File: config.mk
export PLATFORM = sky130hd
export DESIGN_NAME = line_pixel_stepper
export DESIGN_NICKNAME = d
export VERILOG_FILES = /design/src/rtl/core/lps_pkg.sv /design/src/rtl/core/lps_divider.sv /design/src/rtl/core/line_pixel_stepper.sv
export SDC_FILE = /design/constraint.sdc
export NUM_CORES = 1
export LEC_CHECK = 0
export BUFFER_PORTS_ARGS = -buffer_cell sky130_fd_sc_hd__buf_2
export CAP_MARGIN = 0
export CORE_ASPECT_RATIO = 1.2
export CORE_MARGIN = 2
export CORE_UTILIZATION = 35
export CTS_CLUSTER_SIZE = 12
export DETAILED_ROUTE_END_ITERATION = 12
export PLACE_DENSITY = 0.51
export SLEW_MARGIN = 25
export SYNTH_ARGS = -nofsm -noshare
export SYNTH_HDL_FRONTEND = slang
export SYNTH_HIERARCHICAL = 1
export SYNTH_SLANG_ARGS = --single-unit
File: constraint.sdc
create_clock -name clk -period 7.2 [get_ports clk]
set_input_delay 1.08 -clock clk [delete_from_list [all_inputs] [get_ports clk]]
set_output_delay 1.08 -clock clk [all_outputs]
set_load 0.005 [all_outputs]
File: src/rtl/core/lps_pkg.sv
// ----------------------------------------------------------------------------
// lps_pkg
// shared widths, mode bits and helpers for the line pixel stepper
// ----------------------------------------------------------------------------
package lps_pkg;

  localparam int COORD_W       = 6;
  localparam int COLOR_W       = 24;
  localparam int MODE_W        = 2;
  localparam int TILE_SIZE_DEF = 64;

  // request type bits
  localparam int MODE_REV_BIT  = 0;  // walk starts at the second endpoint
  localparam int MODE_YMAJ_BIT = 1;  // y is the major axis

  typedef logic [COORD_W-1:0] coord_t;

  // saturate a coordinate to the last position of the tile
  function automatic coord_t clamp_coord(input coord_t v, input coord_t lim);
    clamp_coord = (v > lim) ? lim : v;
  endfunction

endpackage

File: src/rtl/core/lps_divider.sv
// ----------------------------------------------------------------------------
// lps_divider
// restoring divider, one quotient bit per cycle, separate subtractor and comparator
// ----------------------------------------------------------------------------
module lps_divider #(
  parameter int W = lps_pkg::COORD_W
) (
  input  logic         clk,
  input  logic         rst_n,
  input  logic         start,
  input  logic [W-1:0] dividend,
  input  logic [W-1:0] divisor,
  output logic         done,
  output logic [W-1:0] quot,
  output logic [W-1:0] rem
);

  localparam int CNT_W = $clog2(W + 1);

  logic             busy_r,  busy_nxt;
  logic             done_r,  done_nxt;
  logic [CNT_W-1:0] cnt_r,   cnt_nxt;
  logic [W-1:0]     dq_r,    dq_nxt;
  logic [W-1:0]     rem_r,   rem_nxt;
  logic [W-1:0]     dvs_r,   dvs_nxt;
  logic [W:0]       trial;
  logic [W:0]       diff;
  logic             fits;

  // shift in the next dividend bit and try the subtraction
  assign trial = {rem_r, dq_r[W-1]};
  assign diff  = trial - {1'b0, dvs_r};
  assign fits  = (trial >= {1'b0, dvs_r});

  always_comb begin
    busy_nxt = busy_r;
    done_nxt = 1'b0;
    cnt_nxt  = cnt_r;
    dq_nxt   = dq_r;
    rem_nxt  = rem_r;
    dvs_nxt  = dvs_r;
    if (start) begin
      busy_nxt = 1'b1;
      cnt_nxt  = CNT_W'(W);
      dq_nxt   = dividend;
      rem_nxt  = '0;
      dvs_nxt  = divisor;
    end else if (busy_r) begin
      rem_nxt = fits ? diff[W-1:0] : trial[W-1:0];
      dq_nxt  = {dq_r[W-2:0], fits};
      cnt_nxt = cnt_r - CNT_W'(1);
      if (cnt_r == CNT_W'(1)) begin
        busy_nxt = 1'b0;
        done_nxt = 1'b1;
      end
    end
  end

  always_ff @(posedge clk) begin
    if (!rst_n) begin
      busy_r <= 1'b0;
      done_r <= 1'b0;
      cnt_r  <= '0;
    end else begin
      busy_r <= busy_nxt;
      done_r <= done_nxt;
      cnt_r  <= cnt_nxt;
    end
    dq_r  <= dq_nxt;
    rem_r <= rem_nxt;
    dvs_r <= dvs_nxt;
  end

  assign done = done_r;
  assign quot = dq_r;
  assign rem  = rem_r;

endmodule

File: src/rtl/core/line_pixel_stepper.sv
// ----------------------------------------------------------------------------
// line_pixel_stepper
// steps one line segment inside a tile and emits one pixel per major step
// ----------------------------------------------------------------------------
// usage:
//   input channel (in_valid / in_stall) takes one line request: two endpoints,
//   a color and a walk type (x or y major, from the first or second endpoint)
//   result channel (out_valid / out_stall) gives one pixel per major step,
//   from start+1 up to the end value inclusive; last_pixel marks the final one
//   a request whose major range is empty yields no pixel and leaves the block
//   ready in the next cycle
// timing:
//   after a request is taken the divider splits |d_minor| / d_major into
//   quotient and remainder; the walk then gives one pixel per cycle while
//   the output is not stalled, at most TILE_SIZE-1 pixels per line
//   in_stall is high from the request until the last pixel is loaded into
//   the output register; the next request can enter while that pixel waits
// reset:
//   synchronous, active low; the sequencer goes idle and the output is empty
// stall:
//   a stalled pixel holds in the output register and the walk pauses
// ----------------------------------------------------------------------------
module line_pixel_stepper #(
  parameter int TILE_SIZE = lps_pkg::TILE_SIZE_DEF
) (
  input  logic                        clk,
  input  logic                        rst_n,
  // line request
  input  logic                        in_valid,
  output logic                        in_stall,
  input  logic [lps_pkg::MODE_W-1:0]  in_req_type,
  input  logic [lps_pkg::COORD_W-1:0] in_first_x,
  input  logic [lps_pkg::COORD_W-1:0] in_first_y,
  input  logic [lps_pkg::COORD_W-1:0] in_second_x,
  input  logic [lps_pkg::COORD_W-1:0] in_second_y,
  input  logic [lps_pkg::COLOR_W-1:0] in_line_color,
  // pixel result
  output logic                        out_valid,
  input  logic                        out_stall,
  output logic [lps_pkg::COORD_W-1:0] out_pixel_x,
  output logic [lps_pkg::COORD_W-1:0] out_pixel_y,
  output logic [lps_pkg::COLOR_W-1:0] out_pixel_color,
  output logic                        out_last_pixel
);

  localparam int CW = lps_pkg::COORD_W;
  localparam lps_pkg::coord_t TILE_LIM = CW'(TILE_SIZE - 1);

  // sequencer states
  localparam logic [1:0] ST_IDLE = 2'd0;
  localparam logic [1:0] ST_DIV  = 2'd1;
  localparam logic [1:0] ST_WALK = 2'd2;

  logic [1:0] state_r, state_nxt;

  // request decode
  lps_pkg::coord_t fx, fy, sx, sy;
  lps_pkg::coord_t ax, ay, bx, by;
  lps_pkg::coord_t maj0, maj1, min0, min1;
  lps_pkg::coord_t dmaj, dmin_abs;
  logic            ymaj, rev, neg, nonempty;
  logic            in_acc;

  assign fx = lps_pkg::clamp_coord(in_first_x, TILE_LIM);
  assign fy = lps_pkg::clamp_coord(in_first_y, TILE_LIM);
  assign sx = lps_pkg::clamp_coord(in_second_x, TILE_LIM);
  assign sy = lps_pkg::clamp_coord(in_second_y, TILE_LIM);

  assign ymaj = in_req_type[lps_pkg::MODE_YMAJ_BIT];
  assign rev  = in_req_type[lps_pkg::MODE_REV_BIT];

  // start point a, end point b
  assign ax = rev ? sx : fx;
  assign ay = rev ? sy : fy;
  assign bx = rev ? fx : sx;
  assign by = rev ? fy : sy;

  assign maj0 = ymaj ? ay : ax;
  assign maj1 = ymaj ? by : bx;
  assign min0 = ymaj ? ax : ay;
  assign min1 = ymaj ? bx : by;

  assign nonempty = (maj1 > maj0);
  assign dmaj     = maj1 - maj0;
  assign neg      = (min1 < min0);
  assign dmin_abs = neg ? (min0 - min1) : (min1 - min0);

  assign in_stall = (state_r != ST_IDLE);
  assign in_acc   = in_valid && !in_stall;

  // per-line registers
  logic                        ymaj_r,  ymaj_nxt;
  logic                        neg_r,   neg_nxt;
  lps_pkg::coord_t             maj_r,   maj_nxt;    // current major position
  lps_pkg::coord_t             end_r,   end_nxt;
  lps_pkg::coord_t             min0_r,  min0_nxt;
  lps_pkg::coord_t             dmaj_r,  dmaj_nxt;
  lps_pkg::coord_t             q0_r,    q0_nxt;     // per-step quotient
  lps_pkg::coord_t             r0_r,    r0_nxt;     // per-step remainder
  lps_pkg::coord_t             q_r,     q_nxt;      // accumulated minor offset
  lps_pkg::coord_t             r_r,     r_nxt;      // accumulated remainder
  logic [lps_pkg::COLOR_W-1:0] color_r, color_nxt;

  // output register
  logic                        ov_r,    ov_nxt;
  lps_pkg::coord_t             ox_r,    ox_nxt;
  lps_pkg::coord_t             oy_r,    oy_nxt;
  logic [lps_pkg::COLOR_W-1:0] oc_r,    oc_nxt;
  logic                        ol_r,    ol_nxt;

  // divider
  logic            div_done;
  lps_pkg::coord_t div_q, div_r;

  lps_divider #(
    .W (CW)
  ) u_div (
    .clk      (clk),
    .rst_n    (rst_n),
    .start    (in_acc && nonempty),
    .dividend (dmin_abs),
    .divisor  (dmaj),
    .done     (div_done),
    .quot     (div_q),
    .rem      (div_r)
  );

  // one dda step: add the per-step remainder, carry once into the quotient
  logic [CW:0]     r_sum;
  logic            carry;
  lps_pkg::coord_t r_step, q_step, maj_step, minor;
  logic            slot_free;

  assign r_sum     = {1'b0, r_r} + {1'b0, r0_r};
  assign carry     = (r_sum >= {1'b0, dmaj_r});
  assign r_step    = carry ? CW'(r_sum - {1'b0, dmaj_r}) : r_sum[CW-1:0];
  assign q_step    = q_r + q0_r + CW'(carry);
  assign maj_step  = maj_r + CW'(1);
  assign minor     = neg_r ? (min0_r - q_step) : (min0_r + q_step);
  assign slot_free = !ov_r || !out_stall;

  always_comb begin
    state_nxt = state_r;
    ymaj_nxt  = ymaj_r;
    neg_nxt   = neg_r;
    maj_nxt   = maj_r;
    end_nxt   = end_r;
    min0_nxt  = min0_r;
    dmaj_nxt  = dmaj_r;
    q0_nxt    = q0_r;
    r0_nxt    = r0_r;
    q_nxt     = q_r;
    r_nxt     = r_r;
    color_nxt = color_r;
    ov_nxt    = ov_r && out_stall;
    ox_nxt    = ox_r;
    oy_nxt    = oy_r;
    oc_nxt    = oc_r;
    ol_nxt    = ol_r;
    case (state_r)
      ST_IDLE: begin
        if (in_acc && nonempty) begin
          state_nxt = ST_DIV;
          ymaj_nxt  = ymaj;
          neg_nxt   = neg;
          maj_nxt   = maj0;
          end_nxt   = maj1;
          min0_nxt  = min0;
          dmaj_nxt  = dmaj;
          q_nxt     = '0;
          r_nxt     = '0;
          color_nxt = in_line_color;
        end
      end
      ST_DIV: begin
        if (div_done) begin
          state_nxt = ST_WALK;
          q0_nxt    = div_q;
          r0_nxt    = div_r;
        end
      end
      ST_WALK: begin
        if (slot_free) begin
          maj_nxt = maj_step;
          q_nxt   = q_step;
          r_nxt   = r_step;
          ov_nxt  = 1'b1;
          ox_nxt  = ymaj_r ? minor : maj_step;
          oy_nxt  = ymaj_r ? maj_step : minor;
          oc_nxt  = color_r;
          ol_nxt  = (maj_step == end_r);
          if (maj_step == end_r) begin
            state_nxt = ST_IDLE;
          end
        end
      end
      default: begin
        state_nxt = ST_IDLE;
      end
    endcase
  end

  always_ff @(posedge clk) begin
    if (!rst_n) begin
      state_r <= ST_IDLE;
      ov_r    <= 1'b0;
    end else begin
      state_r <= state_nxt;
      ov_r    <= ov_nxt;
    end
    ymaj_r  <= ymaj_nxt;
    neg_r   <= neg_nxt;
    maj_r   <= maj_nxt;
    end_r   <= end_nxt;
    min0_r  <= min0_nxt;
    dmaj_r  <= dmaj_nxt;
    q0_r    <= q0_nxt;
    r0_r    <= r0_nxt;
    q_r     <= q_nxt;
    r_r     <= r_nxt;
    color_r <= color_nxt;
    ox_r    <= ox_nxt;
    oy_r    <= oy_nxt;
    oc_r    <= oc_nxt;
    ol_r    <= ol_nxt;
  end

  assign out_valid       = ov_r;
  assign out_pixel_x     = ox_r;
  assign out_pixel_y     = oy_r;
  assign out_pixel_color = oc_r;
  assign out_last_pixel  = ol_r;

endmodule

# After elaboration in Yosys (flattened, before gate mapping)
# Index checks and enable logic that the tools add are counted.
# classes
n_addsub,12
magnitude_cmp,8
n_eq_ne,8
mux,41
bitwise,2
reduce_logical,18
# ops
cell,count
6-bit 2-to-1 mux,25
6-bit one-hot mux with 2 select lines,3
6-bit subtractor,6
"6-bit greater-than comparator, second input constant",4
7-bit by 6-bit greater-or-equal comparator with 1-bit output,2
6-bit adder,2
2-bit 2-to-1 mux,4
6-bit by 6-bit adder with 7-bit output,1
6-bit by 1-bit adder with 6-bit output,1
"6-bit by 1-bit adder with 6-bit output, second input constant",1
6-bit equality test,1
6-bit greater-than comparator,1
6-bit less-than comparator,1
1-bit 2-to-1 mux,6
3-bit 2-to-1 mux,2
2-bit one-hot mux with 3 select lines,1
2-bit AND reduction,3
2-bit nonzero test,3
"2-bit by 1-bit inequality test with 1-bit output, second input constant",2
"2-bit inequality test, second input constant",2
4-bit AND reduction,1
"3-bit by 1-bit equality test with 1-bit output, second input constant",1
1-bit logical AND,3
1-bit zero test,3
9 further kinds,10
# word_totals
register_bits,137
input_bits,54
output_inout_bits,39
elab_cells,113

# Longest topological paths before layout
# Gate-level depths: netlist of the first run.
# depth
word_depth,8
ltp_mapped,26
depth_no_buf,26

# Modules after synthesis
# The synthesis of the first run kept the hierarchy.
# by_module_without_submodules
mod,instances,cells_each,area_per_inst_um2,seq_area_each_um2
line_pixel_stepper,1,510,6263.5,3393.3
lps_divider,1,119,1255.0,580.6

# Worst setup path after synthesis of the first run
# No wires, ideal clock.
# synth_timing
path_kind,register -> register
start,reg r0_r[0]
end,"reg ox_r[5] (netlist: out_pixel_x[5]), data pin"
setup_time_ns,0.277
arrival_ns,4.929
required_ns,6.923
slack_ns,1.994
stages_incl_launch_ff,25
path_buffers,0
period_less_slack_ns,5.206
path_cell_list,edfxtp_1 > ha_1 > inv_1 > fa_1 > inv_1 > a21o_1 > a21oi_1 > xnor2_1 > ha_1 > nand3_1 > nor2_1 > o31ai_4 > nand2_2 > fa_1 > inv_1 > fa_1 > ha_1 > a31oi_1 > xor2_1 > ha_1 > and3_1 > a211o_1 > a311o_1 > xnor3_1 > mux2i_1
# synth_via
elab_chain_cells,6
word_cells_on_any_way,7
classes_between,add/sub (4); order compare (1); mux (2)
# synth_lines
element,line_no,rtl
from (decl),line_pixel_stepper.sv:99,"lps_pkg::coord_t r0_r, r0_nxt;"
from (signal assigned),line_pixel_stepper.sv:218,r0_r <= r0_nxt;
6-bit by 6-bit adder with 7-bit output *,line_pixel_stepper.sv:134,"assign r_sum = {1'b0, r_r} + {1'b0, r0_r};"
7-bit by 6-bit greater-or-equal comparator with 1-bit output *,line_pixel_stepper.sv:135,"assign carry = (r_sum >= {1'b0, dmaj_r});"
6-bit by 1-bit adder with 6-bit output *,line_pixel_stepper.sv:137,assign q_step = q_r + q0_r + CW'(carry);
6-bit adder / 6-bit subtractor (equally long branches),line_pixel_stepper.sv:139,assign minor = neg_r ? (min0_r - q_step) : (min0_r + q_step);
6-bit 2-to-1 mux *,line_pixel_stepper.sv:139,
6-bit 2-to-1 mux *,line_pixel_stepper.sv:188,ox_nxt = ymaj_r ? minor : maj_step;
to (signal assigned),line_pixel_stepper.sv:222,ox_r <= ox_nxt;
to (decl),line_pixel_stepper.sv:106,"lps_pkg::coord_t ox_r, ox_nxt;"
# Every way passes the cells marked *; elsewhere a longest branch is shown, timed or not.
# A chain may end at the register's enable or synchronous reset.

# Worst setup path after layout of the first run
# layout_timing
start,reg r0_r[0]
end,"reg oy_r[5] (netlist: out_pixel_y[5]), data pin"
# layout_via
elab_chain_cells,6
word_cells_on_any_way,7
classes_between,add/sub (4); order compare (1); mux (2)
# layout_lines
element,line_no,rtl
6-bit by 6-bit adder with 7-bit output *,line_pixel_stepper.sv:134,
7-bit by 6-bit greater-or-equal comparator with 1-bit output *,line_pixel_stepper.sv:135,
6-bit by 1-bit adder with 6-bit output *,line_pixel_stepper.sv:137,
6-bit adder / 6-bit subtractor (equally long branches),line_pixel_stepper.sv:139,
6-bit 2-to-1 mux *,line_pixel_stepper.sv:139,
6-bit 2-to-1 mux *,line_pixel_stepper.sv:189,oy_nxt = ymaj_r ? maj_step : minor;
to (signal assigned),line_pixel_stepper.sv:223,oy_r <= oy_nxt;
to (decl),line_pixel_stepper.sv:107,"lps_pkg::coord_t oy_r, oy_nxt;"
# Marks and branches as above.

==> results of run 1 <==
[cell usage in the layout, fill, tap and decap left out, types with 3 or more instances in the layout]
master	count
edfxtp_1	123
buf_2	92
inv_1	59
ha_1	49
nand2_1	43
nor2_1	42
mux2i_1	31
o21ai_0	27
a21oi_1	27
mux2_2	24
xnor2_1	19
xor2_1	18
clkbuf_16	18
dfxtp_1	14
o21a_1	12
nor2b_1	11
fa_1	9
nand2b_1	8
nor3_1	8
or2_2	7
a21o_1	7
a211oi_1	6
nand3_1	6
and2_1	5
and3_1	4
a211o_1	4
clkinvlp_4	4
o21ai_1	3
a21boi_0	3
inv_6	3
clkbuf_1	3
clkinv_4	3
nor3b_1	3
[per-layer routing]
layer	track usage (%)	vias up	wire length [microns]
met3	3.22	4	710
li1	-	2445	-
met2	24.9	109	7880
met1	18.3	2321	7040
met4	4.50	0	102
met5	0	-	0
[report_power, final]
group          leakage, nW  internal (mW)  switching, mW
registers             1.25          0.978         0.0481
clock network        0.266          0.500          0.330
logic                 2.09          0.305          0.390
total                 3.60           1.78          0.768
[worst min-delay path by stage]
stage | endpoint | slack (ns)
2_1_floorplan | out_pixel_color[0]$_DFFE_PP_ | 0.40
3_3_place_gp | out_pixel_color[5]$_DFFE_PP_ | 0.40
3_5_place_dp | out_pixel_color[13]$_DFFE_PP_ | 0.40
4_1_cts | out_pixel_color[13]$_DFFE_PP_ | 0.42
5_1_grt | out_pixel_color[12]$_DFFE_PP_ | 0.42
6_report | out_pixel_color[4]$_DFFE_PP_ | 0.42
[cells by family after synthesis]
| family | after synthesis |
|---|---|
| and+or+nand+nor | 150 |
| DFF | 137 |
| AOI/OAI and AO/OA | 114 |
| buffers and inverters | 76 |
| adders and majority gates | 58 |
| muxes | 55 |
| xor gates and xnor gates | 39 |
[worst reg2reg max path: stages, from the launching register on]
cell and delay (ns):
edfxtp_1 0.37, ha_1 0.21, inv_1 0.07, fa_1 0.20
inv_1 0.05, a21o_1 0.15, a21oi_1 0.24, xnor2_1 0.18
ha_1 0.31, nand3_1 0.11, nor2_1 0.08, o31ai_4 0.36
nand2_2 0.17, fa_1 0.43, inv_1 0.09, fa_1 0.20
xor2_1 0.34, and3_1 0.25, nor2_1 0.06, xor2_1 0.15
ha_1 0.35, o21ai_0 0.10, a21oi_1 0.19, nor4_1 0.08
a311o_1 0.33, xnor3_1 0.22, mux2i_1 0.08
[per-stage QoR]
step | instance area (sq um) | cells
after detailed placement | 8260 | 976
after floorplan | 7520 | 629
after CTS | 8840 | 1008
final | 8840 | 1008
after global routing | 8840 | 1008
after global placement | 8250 | 976
[area by class of cell]
cell class	count	area (sq um)	share of cell area (%)
timing repair buffer	94	475	5.38
tap	270	338	3.82
inverter	59	221	2.51
clock buffer	21	462	5.22
sequential	137	3970	45.0
multi-input combinational	416	3250	36.8
clock inverter	11	113	1.27
==> impl_metrics.json, run 1 <==
{
  "grt_max_degree": 45,
  "fin_crit_sh_pct": 79.0,
  "worstMarginPinSlew_ns": 0.921,
  "syn_area_sq_mm": 0.00752,
  "slew_viol_final": 0,
  "synth_area_per_cell_sq_um": 12.0,
  "max_freq_mhz": 176,
  "hold_viol": 0,
  "drv_cap": 0,
  "vias": 4879,
  "hold_depth": 0,
  "dp_hpwl_microns": 12000,
  "cts_tree": "yes",
  "clockBufferDepth": 2,
  "synth-edff-count": 123,
  "synth-main-ff-cell": "edfxtp_1",
  "io_buffers": 92,
  "worstSetupStartpointType": "register",
  "tns_ns": 0,
  "synth_cells": 629,
  "synth.most_common_cell": "edfxtp_1",
  "synthTopCellsByArea": "edfxtp_1 49%, ha_1 8.2%, mux2i_1 4.1%, dfxtp_1 3.7%, mux2_2 3.6%",
  "crit_fanout": 5,
  "clk_pin_slew_ns": 0.06,
  "antenna_found_initial": 0,
  "numCtsBuffers": 17,
  "critical_path_buf_inv_count": 3,
  "worstSkewPairLatency_ns": 0.41,
  "cts_root_buffer": "clkbuf_16",
  "reg2reg_depth": 26,
  "hold_path_startpoint": "color_r[4]$_DFFE_PP_",
  "yosys.area_share.simple_pct": 9.60,
  "die_y_microns": 165,
  "startpoint": "r0_r[0]$_DFFE_PP_",
  "crit_type": "reg2reg",
  "cpPeakStageDelay_ns": 0.43,
  "wl_per_cell_microns": 15.6,
  "ant_nets": 0,
  "yosysSeqAreaShare_pct": 52.9,
  "rr_startpoint": "r0_r[0]$_DFFE_PP_",
  "synth_mux_area_share_pct": 7.72,
  "endpoint_kind": "register",
  "grt_pass1_vias": 4889,
  "cts_htree_levels": 4,
  "grt_use_total_pct": 14.6,
  "drive_gt1_share_pct": 22.6,
  "start_util_pct": 35.7,
  "cts_num_sinks": 137,
  "fin_skew_ns": 0.0118,
  "finalSetupViolCount": 0,
  "worst_slack_ns": 1.52,
  "synth_xor_area_share_pct": 4.83,
  "yosys_warnings": 6,
  "period_needed_ns": 5.68,
  "hold_buffers": 0,
  "worst-path-stages": 26,
  "die-width_microns": 138,
  "vdd_drop_max_mv": 0.162,
  "p_leak_nw": 3.60,
  "fin_nets": 837,
  "synth_fa_ha_area_share_pct": 10.6,
  "hold_ws_ns": 0.415,
  "area_growth_pct": 17.5,
  "ys_ff_latch": 137,
  "route.detailed.drc": 0,
  "io_pins": 93,
  "grt_pass1_wl_microns": 25000,
  "max_slew_margin_pct": 38.6,
  "synthTopCellsByCount": "123 x edfxtp_1, 59 x inv_1, 49 x ha_1, 43 x nand2_1, 43 x nor2_1",
  "powerDensity_mw_per_mm2": 289,
  "grt.overflow.total": 0,
  "critPathArrivalTime_ns": 5.82,
  "hold_path_class": "reg2reg",
  "yosys.cell_types.count": 64,
  "pre_cts_slack_ns": 1.57,
  "placementRows": 58,
  "fin_util_pct": 42.0,
  "total_power_mw": 2.55,
  "post_cts_buffers": 0,
  "synth-compound-area-share_pct": 10.3,
  "synth_top_family_by_area": "adder cells",
  "grt_setup_unrepaired": "false",
  "cts_resized": 0,
  "drt-pass1-iter-count": 5,
  "gp_congestion": 0.842,
  "syn-num-nets": 741,
  "endpoint": "out_pixel_y[5]$_DFFE_PP_",
  "cp.required_ns": 7.33,
  "critPathTopFamily": "adder cells",
  "slowest_stage": "fa_1",
  "fill_cells": 1988,
  "status": "complete, no violations",
  "dieArea_sq_mm": 0.0227,
  "drt-vias-per-instance": 4.84,
  "yosys.area.top_type": "edfxtp_1",
  "antenna_cells": 0,
  "async_reset_ff_share_pct": 0,
  "yosysTopAreaCellShare_pct": 49.1,
  "reg2reg_slack_ns": 1.52,
  "coreArea_sq_mm": 0.0210,
  "initialDrtViolationCount": 240,
  "reg2reg_to": "out_pixel_y[5]$_DFFE_PP_",
  "wl_microns": 15700
}
No activity file was read; power rests on OpenSTA's default activity.
==> inputs of run 2 (changes only) <==
- clock period: 7.2 -> 5.4 ns (I/O delays scaled with it)
==> run 2 against run 1 <==
  * Combinational power grew 44%
  * Clock skew shrank 0.0015 ns
  * Sequential cell count unchanged
  * Setup slack worse by 1.5 ns
  * Cell count up 1.8%
  * Sequential share of layout area shrank 1.5 points
  * Clock-buffer cell count is 1 lower
  * Global-route usage grew 0.53 points
  * Core utilization rose by 1.4 points
  * Critical path type unchanged
  * Critical endpoint is now out_pixel_x[5]$_DFFE_PP_
  * Largest power group unchanged
==> impl_metrics.json, run 2 (synthesized netlist as in run 1, its figures left out) <==
{
  "dieArea_sq_mm": 0.0227,
  "die_y_microns": 165,
  "powerDensity_mw_per_mm2": 397,
  "cts_root_buffer": "clkbuf_16",
  "p_leak_nw": 3.74,
  "fin_skew_ns": 0.0103,
  "hold_path_class": "reg2reg",
  "min_to": "out_pixel_color[13]$_DFFE_PP_",
  "grt.overflow.total": 0,
  "grt_max_degree": 45,
  "fin_area_sq_mm": 0.00913,
  "multi_input_area_sq_mm": 0.00335,
  "cts_htree_levels": 4,
  "area_growth_pct": 21.5,
  "vdd_drop_max_mv": 0.232,
  "final_common_cell": "edfxtp_1",
  "initialDrtViolationCount": 252,
  "io_pins": 93,
  "routed-wl-met3_microns": 840,
  "reg2reg_slack_ns": 0.06,
  "clockBufferDepth": 2,
  "cp.required_ns": 5.53,
  "fill_cells": 1993,
  "total_power_mw": 3.62,
  "grt_pass1_vias": 5084,
  "dp_hpwl_microns": 12200,
  "endpoint_kind": "register",
  "max_slew_margin_pct": 41.6,
  "clk_pin_slew_ns": 0.06,
  "drt-pass1-iter-count": 4,
  "finalSetupViolCount": 0,
  "final_cell_mix": "123 x edfxtp_1, 92 x buf_2, 56 x inv_1, 46 x ha_1",
  "fin_util_pct": 43.4,
  "wl_met1_microns": 7160,
  "crit_type": "reg2reg",
  "reg2reg_to": "out_pixel_x[5]$_DFFE_PP_",
  "slew_viol_final": 0,
  "grt_use_total_pct": 15.1,
  "cts_num_sinks": 137,
  "wl_met2_microns": 7930,
  "grt_pass1_wl_microns": 25900,
  "ant_nets": 0,
  "hold_viol": 0,
  "drive_gt1_share_pct": 26.7,
  "regArea_sq_mm": 0.00397,
  "io_buffers": 92,
  "drv_cap": 0,
  "placementRows": 58,
  "numCtsBuffers": 17,
  "fin_crit_sh_pct": 98.9,
  "antenna_found_initial": 0,
  "gp_congestion": 0.830,
  "route.detailed.drc": 0,
  "critPathArrivalTime_ns": 5.47,
  "rr_startpoint": "r0_r[0]$_DFFE_PP_",
  "die-width_microns": 138,
  "vias": 4949,
  "wl_per_cell_microns": 15.8,
  "hold_depth": 0,
  "pre_cts_slack_ns": 0.0353,
  "fin_nets": 855,
  "wl_microns": 16200,
  "max_freq_mhz": 187,
  "worstMarginPinSlew_ns": 0.868,
  "cts_tree": "yes",
  "hold_buffers": 0,
  "detailed_place.area_sq_mm": 0.00834,
  "hold_path_startpoint": "color_r[13]$_DFFE_PP_",
  "worst_slack_ns": 0.0583,
  "antenna_cells": 0,
  "grt_setup_unrepaired": "true",
  "crit_fanout": 4,
  "reg2reg_depth": 23,
  "period_needed_ns": 5.34,
  "coreArea_sq_mm": 0.0210,
  "worstSkewPairLatency_ns": 0.41,
  "status": "complete, no violations",
  "worstSetupStartpointType": "register",
  "drt-vias-per-instance": 4.82,
  "start_util_pct": 35.7,
  "dr.max_layer_used": "met4"
}
## run 2: area by class of cell
| cell class | count | share of cell area, % |
|---|---|---|
| Clock inverter | 12 | 2.21 |
| Sequential cell | 137 | 43.5 |
| Timing Repair Buffer | 112 | 6.73 |
| Multi-Input combinational cell | 416 | 36.6 |
| Clock buffer | 20 | 4.78 |
| Tap cell | 270 | 3.70 |
| Inverter | 59 | 2.42 |
## run 2: metrics by stage
stage,cells,setup TNS [ns],hold WS (ns)
final,1026,0,0.408
after floorplan,629,0,0.400
after CTS,1020,0,0.413
after global placement,988,0,0.401
after detailed placement,988,0,0.405
after global routing,1026,-0.382,0.413
## run 2: routing by layer
| metal | vias up | GRT usage (%) |
|---|---|---|
| met1 | 2318 | 18.2 |
| met4 | 0 | 5.38 |
| met2 | 131 | 26.2 |
| li1 | 2482 | - |
| met5 | - | 0 |
| met3 | 18 | 3.50 |
## run 2: repair_timing
item,CTS,global route
resized for setup,1,23
pin swaps,0,17
setup buffers,0,6
setup endpoints to repair,2,6
## run 2: where the power goes
part	switching (mW)	leakage (nW)	total, mW	internal (mW)
logic	0.544	2.18	1.00	0.458
registers	0.0625	1.25	1.37	1.30
clock network	0.434	0.306	1.25	0.821
total	1.04	3.74	3.62	2.58
## run 2: critical path: stages (launching register included)
cell and delay (ns):
edfxtp_1 0.34, ha_2 0.18, inv_2 0.04, fa_2 0.37, inv_2 0.06, a21o_1 0.15, a21oi_4 0.07, xnor2_2 0.24
ha_4 0.25, a21o_1 0.22, o31ai_4 0.27, nand2_2 0.10, fa_2 0.38, inv_2 0.07, fa_2 0.48, ha_4 0.20
a31oi_4 0.17, xor2_1 0.17, ha_1 0.26, and3_1 0.15, a211o_1 0.23, a311o_1 0.33, xnor3_1 0.24, mux2i_1 0.09
## run 2: worst max-delay path by stage
stage / start / end / slack [ns] / depth (start not counted)
2_1_floorplan: r0_r[0]$_DFFE_PP_ / out_pixel_x[5]$_DFFE_PP_ / 0.19 / 24
3_3_place_gp: r0_r[0]$_DFFE_PP_ / out_pixel_x[5]$_DFFE_PP_ / 0.15 / 24
4_1_cts: r0_r[0]$_DFFE_PP_ / out_pixel_x[5]$_DFFE_PP_ / 0.02 / 24
5_1_grt: r0_r[0]$_DFFE_PP_ / out_pixel_x[5]$_DFFE_PP_ / -0.21 / 23
6_report: r0_r[0]$_DFFE_PP_ / out_pixel_x[5]$_DFFE_PP_ / 0.06 / 23
3_5_place_dp: r0_r[0]$_DFFE_PP_ / out_pixel_x[5]$_DFFE_PP_ / 0.04 / 24
